`src/hdl/sm83_pkg.sv`:
```
`timescale 1ns / 1ps
package sm83_pkg;

	localparam int ADDR_BITS = 16;
	localparam int QUEUE_DEPTH = 2;

	localparam logic [1:0] MODE_EXEC  = 2'd0;
	localparam logic [1:0] MODE_WRITE = 2'd1;
	localparam logic [1:0] MODE_READ  = 2'd2;
	localparam logic [1:0] MODE_NOP   = 2'd3;

	typedef struct packed {
		logic [1:0]  mode;
		logic [7:0]  opcode;
		logic [7:0]  imm_lo;
		logic [7:0]  imm_hi;
		logic [15:0] mem_addr;
		logic [7:0]  mem_wdata;
	} in_item_t;

	typedef struct packed {
		logic [1:0]  instr_length;
		logic [4:0]  cycle_count;
		logic        bad_opcode;
		logic [7:0]  out_a;
		logic [7:0]  out_f;
		logic [15:0] out_bc;
		logic [15:0] out_de;
		logic [15:0] out_hl;
		logic [15:0] out_sp;
		logic [15:0] out_pc;
		logic [7:0]  read_data;
	} out_item_t;

	// classification made by the front end
	typedef struct packed {
		in_item_t    item;
		logic        hl_src;
		logic        mem_op;
	} cls_t;

endpackage

```
`src/hdl/sm83_front.sv`:
```
`timescale 1ns / 1ps
module sm83_front (
	input  logic              clk,
	input  logic              arst_n,
	input  logic              in_valid,
	output logic              in_ready,
	input  sm83_pkg::in_item_t in_data,
	output logic              q_valid,
	input  logic              q_ready,
	output sm83_pkg::cls_t    q_data
);
	sm83_pkg::cls_t ent_q [sm83_pkg::QUEUE_DEPTH];
	logic           wp_q, rp_q;
	logic [1:0]     cnt_q;
	sm83_pkg::cls_t cls;
	logic           push, pop;

	// classify: does the item touch memory
	always_comb begin
		cls.item = in_data;
		cls.hl_src = 1'b0;
		cls.mem_op = (in_data.mode != sm83_pkg::MODE_EXEC);
		if (in_data.mode == sm83_pkg::MODE_EXEC && in_data.opcode < 8'h70) begin
			if (in_data.opcode >= 8'h40)
				cls.hl_src = (in_data.opcode[2:0] == 3'd6) || (in_data.opcode[5:3] == 3'd6);
			else if (in_data.opcode[2:0] == 3'd4 || in_data.opcode[2:0] == 3'd5
				|| in_data.opcode[2:0] == 3'd6)
				cls.hl_src = (in_data.opcode[5:3] == 3'd6);
			cls.mem_op = cls.hl_src || in_data.opcode[3:0] == 4'h2
				|| in_data.opcode[3:0] == 4'hA || in_data.opcode == 8'h08;
		end
	end

	assign in_ready = (cnt_q != 2'(sm83_pkg::QUEUE_DEPTH));
	assign push = in_valid && in_ready;
	assign pop = q_valid && q_ready;
	assign q_valid = (cnt_q != 2'd0);
	assign q_data = ent_q[rp_q];

	// hold queue entries
	always_ff @(posedge clk) begin
		if (push) ent_q[wp_q] <= cls;
	end

	// advance pointers
	always_ff @(posedge clk or negedge arst_n) begin
		if (!arst_n) begin
			wp_q <= 1'b0;
			rp_q <= 1'b0;
			cnt_q <= 2'd0;
		end else begin
			if (push) wp_q <= ~wp_q;
			if (pop) rp_q <= ~rp_q;
			cnt_q <= cnt_q + 2'(push) - 2'(pop);
		end
	end
endmodule

```
`config.mk`:
```
export PLATFORM = sky130hd
export DESIGN_NAME = sm83_front
export DESIGN_NICKNAME = d
export VERILOG_FILES = /design/src/hdl/sm83_pkg.sv /design/src/hdl/sm83_front.sv
export SDC_FILE = /design/constraint.sdc
export NUM_CORES = 1
export LEC_CHECK = 0
export BUFFER_PORTS_ARGS = -buffer_cell sky130_fd_sc_hd__buf_4
export CORE_MARGIN = 3
export CORE_UTILIZATION = 58
export CTS_BUF_LIST = sky130_fd_sc_hd__clkbuf_4
export DETAILED_ROUTE_END_ITERATION = 10
export PLACE_DENSITY = 0.85
export SETUP_SLACK_MARGIN = 0.1
export SLEW_MARGIN = 15
export SYNTH_ARGS = -nofsm -noshare
export SYNTH_HDL_FRONTEND = slang
export SYNTH_SLANG_ARGS = --single-unit
```
`constraint.sdc`:
```
create_clock -name clk -period 5.8 [get_ports clk]
set_input_delay 0.58 -clock clk [delete_from_list [all_inputs] [get_ports clk]]
set_output_delay 0.58 -clock clk [all_outputs]
set_load 0.01 [all_outputs]
```
==> impl_metrics.yaml <==
timing:
  rsz0062_at_grt: "no"
  worst_pin_slew_ns: 0.613
  slew_violations: 0
  setup-violations-final: 0
  slew_headroom_pct: 59.2
  fin_crit_ns: 2.79
  fmaxAchievable_mhz: 358
  fin_skew_ns: 0.0136
  hold_viol_final: 0
  fin_setup_tns_ns: 0
  period_share_pct: 48.1
  holdWs_ns: 0.330
detailed_routing:
  wl_per_cell_um: 18.1
  vias: 2107
  drc: 0
  vias_per_cell: 5.36
  drtAntennaViolNets: 0
  drt-total-wl_mm: 7.10
  drt_iter0_drc: 100
  dr.pass1.iters: 5
critical_path:
  crit_chain: "buf_4, mux2_1, buf_4"
  cp_common_cell: "buf_4"
  startpoint_type: "flip-flop"
  cp_data_arrival_time_ns: 2.21
  cpPeakStageDelay_ns: 0.78
  slowest_stage: "dfrtp_2"
  worst_setup_path_end_kind: "output port"
  critPathTopFamily: "flip-flops"
  crit_fanout: 28
  required_ns: 5.22
  critPathKind: "flip-flop to output port"
  critPathBufInv: 2
cells_and_area:
  final_cell_mix: "buf_4, edfxtp_1, mux2_1"
  final_common_cell: "buf_4"
  nNetsFinal: 367
  drive_gt1_share_pct: 42.1
  fin_cells: 393
  final_util_pct: 78.1
  area_growth_syn_to_layout_pct: 26.8
  antenna_cells: 0
  stdcell_area_um2: 5100
power_and_ir_drop:
  leakagePower_nw: 1.92
  ir_worst_vdd_mv: 0.357
  power.density_nw_per_um2: 453
floorplanning:
  die_y_um: 89.3
  dieArea_um2: 7970
  ios: 108
  coreArea_um2: 6530
  start_util_pct: 61.6
  die_w_um: 89.3
  rows: 29
global_routing:
  grt_first_pass_wirelength_mm: 10.4
  track_usage_pct: 18.1
  antenna_found_initial: 0
  grt_pass1_vias: 2172
  grt_max_degree: 39
  grt-ovfl-total: 0
logic_synthesis:
  yosysUniqueCellTypes: 23
  syn_nets: 251
  ys_seq_elements: 108
  synth-seq-area-share_pct: 80.1
  ys.warnings.count: 0
  synth_cells: 195
  netlist_area_um2: 4020
  avgSynthCellArea_um2: 20.6
cts:
  cts_buffer_depth: 2
  numCtsBuffers: 9
  numClockSinks: 108
  htreeDepth: 3
  hold_buffers: 1
  cts_resized: 0
  worstSkewPairLatency_ns: 0.41
  clk_pin_slew_ns: 0.15
  cts_setup_buffers: 0
  cts_root_buffer: "clkbuf_4"
  cts_tree: "done"
placed_design:
  dp_hpwl_mm: 4.67
  dp.cells: 376
  place_area_um2: 4930
  portBuffers: 107
  gp_congestion: 0.734
run_status:
  status: "complete, no violations"
run:
  drv_cap: 0
hold_path:
  hold_path_class: "input pin to flip-flop"
## through the flow
| stage | power [mW] | worst slack (ns) |
|---|---|---|
| after global placement | 1.91 | 3.46 |
| after floorplan | 1.55 | 2.48 |
| final | 2.31 | 3.01 |
| after detailed placement | 1.93 | 3.45 |
| after global routing | 2.43 | 2.87 |
| after CTS | 2.34 | 2.96 |
## synthesized netlist by cell type
cell type	instances	area (um^2)
edfxtp_1	104	3120
mux2_1	49	552
buf_2	6	30.0
dfrtp_1	4	100
nor2_1	4	15.0
mux2_2	3	33.8
xnor2_1	3	26.3
a31oi_1	2	12.5
ha_1	2	25.0
inv_1	2	7.51
nand2_1	2	7.51
nand2b_1	2	12.5
nand3b_1	2	15.0
a21oi_1	1	5.00
and2_1	1	6.26
and3_1	1	6.26
nand3_1	1	5.00
nor2_2	1	6.26
o211ai_1	1	7.51
o21ai_1	1	5.00
or2_1	1	6.26
or4_1	1	7.51
xor2_1	1	8.76
## per-layer routing
metal  wire (um)  GRT usage, %  share of wire (%)
met1        2790          20.2                 39
met2        3550          31.6                 50
met3         675          7.37                9.5
met4          82          5.68                1.2
met5           0             0                  0
## cell families after synthesis
| logic type | share of synthesized area (%) |
|---|---|
| AO/OA/AOI/OAI | 0.746 |
| XOR/XNOR | 0.871 |
| adder cells (fa/ha/maj) | 0.622 |
| buffers and inverters | 0.933 |
| flip-flops | 80.1 |
| multiplexers | 14.6 |
| AND/OR/NAND/NOR | 2.18 |
## path summary, 6_finish.rpt
check,startpoint,endpoint,slack [ns],cells after the start
max in group asynchronous,arst_n,rp_q,5.19,2
max reg2reg,cnt_q[1],ent_q[0][3],3.75,4
min in group asynchronous,arst_n,cnt_q[1],0.50,2
max,rp_q,q_data[0],3.01,3
min,in_data[24],ent_q[1][26],0.33,1
min reg2reg,cnt_q[1],cnt_q[1],0.52,1
## report_power, final
| part | total, mW | internal [mW] | switching [mW] |
|---|---|---|---|
| Clock | 0.412 | 0.190 | 0.222 |
| Combinational | 0.757 | 0.382 | 0.374 |
| Sequential | 1.14 | 1.07 | 0.0782 |
## registers in the layout (all words and copies together), names as in the netlist
register / cells
ent_q: 104
cnt_q: 2
rp_q: 1
wp_q: 1
## area by class of cell
class	count	area, um^2
fill	384	1430
inverter	2	7.51
clock buffer	12	90.1
timing repair buffer	111	836
clock inverter	4	75.1
sequential	108	3220
multi-input combinational	79	772
tap	77	96.3
(Power assumes the default switching activity.)
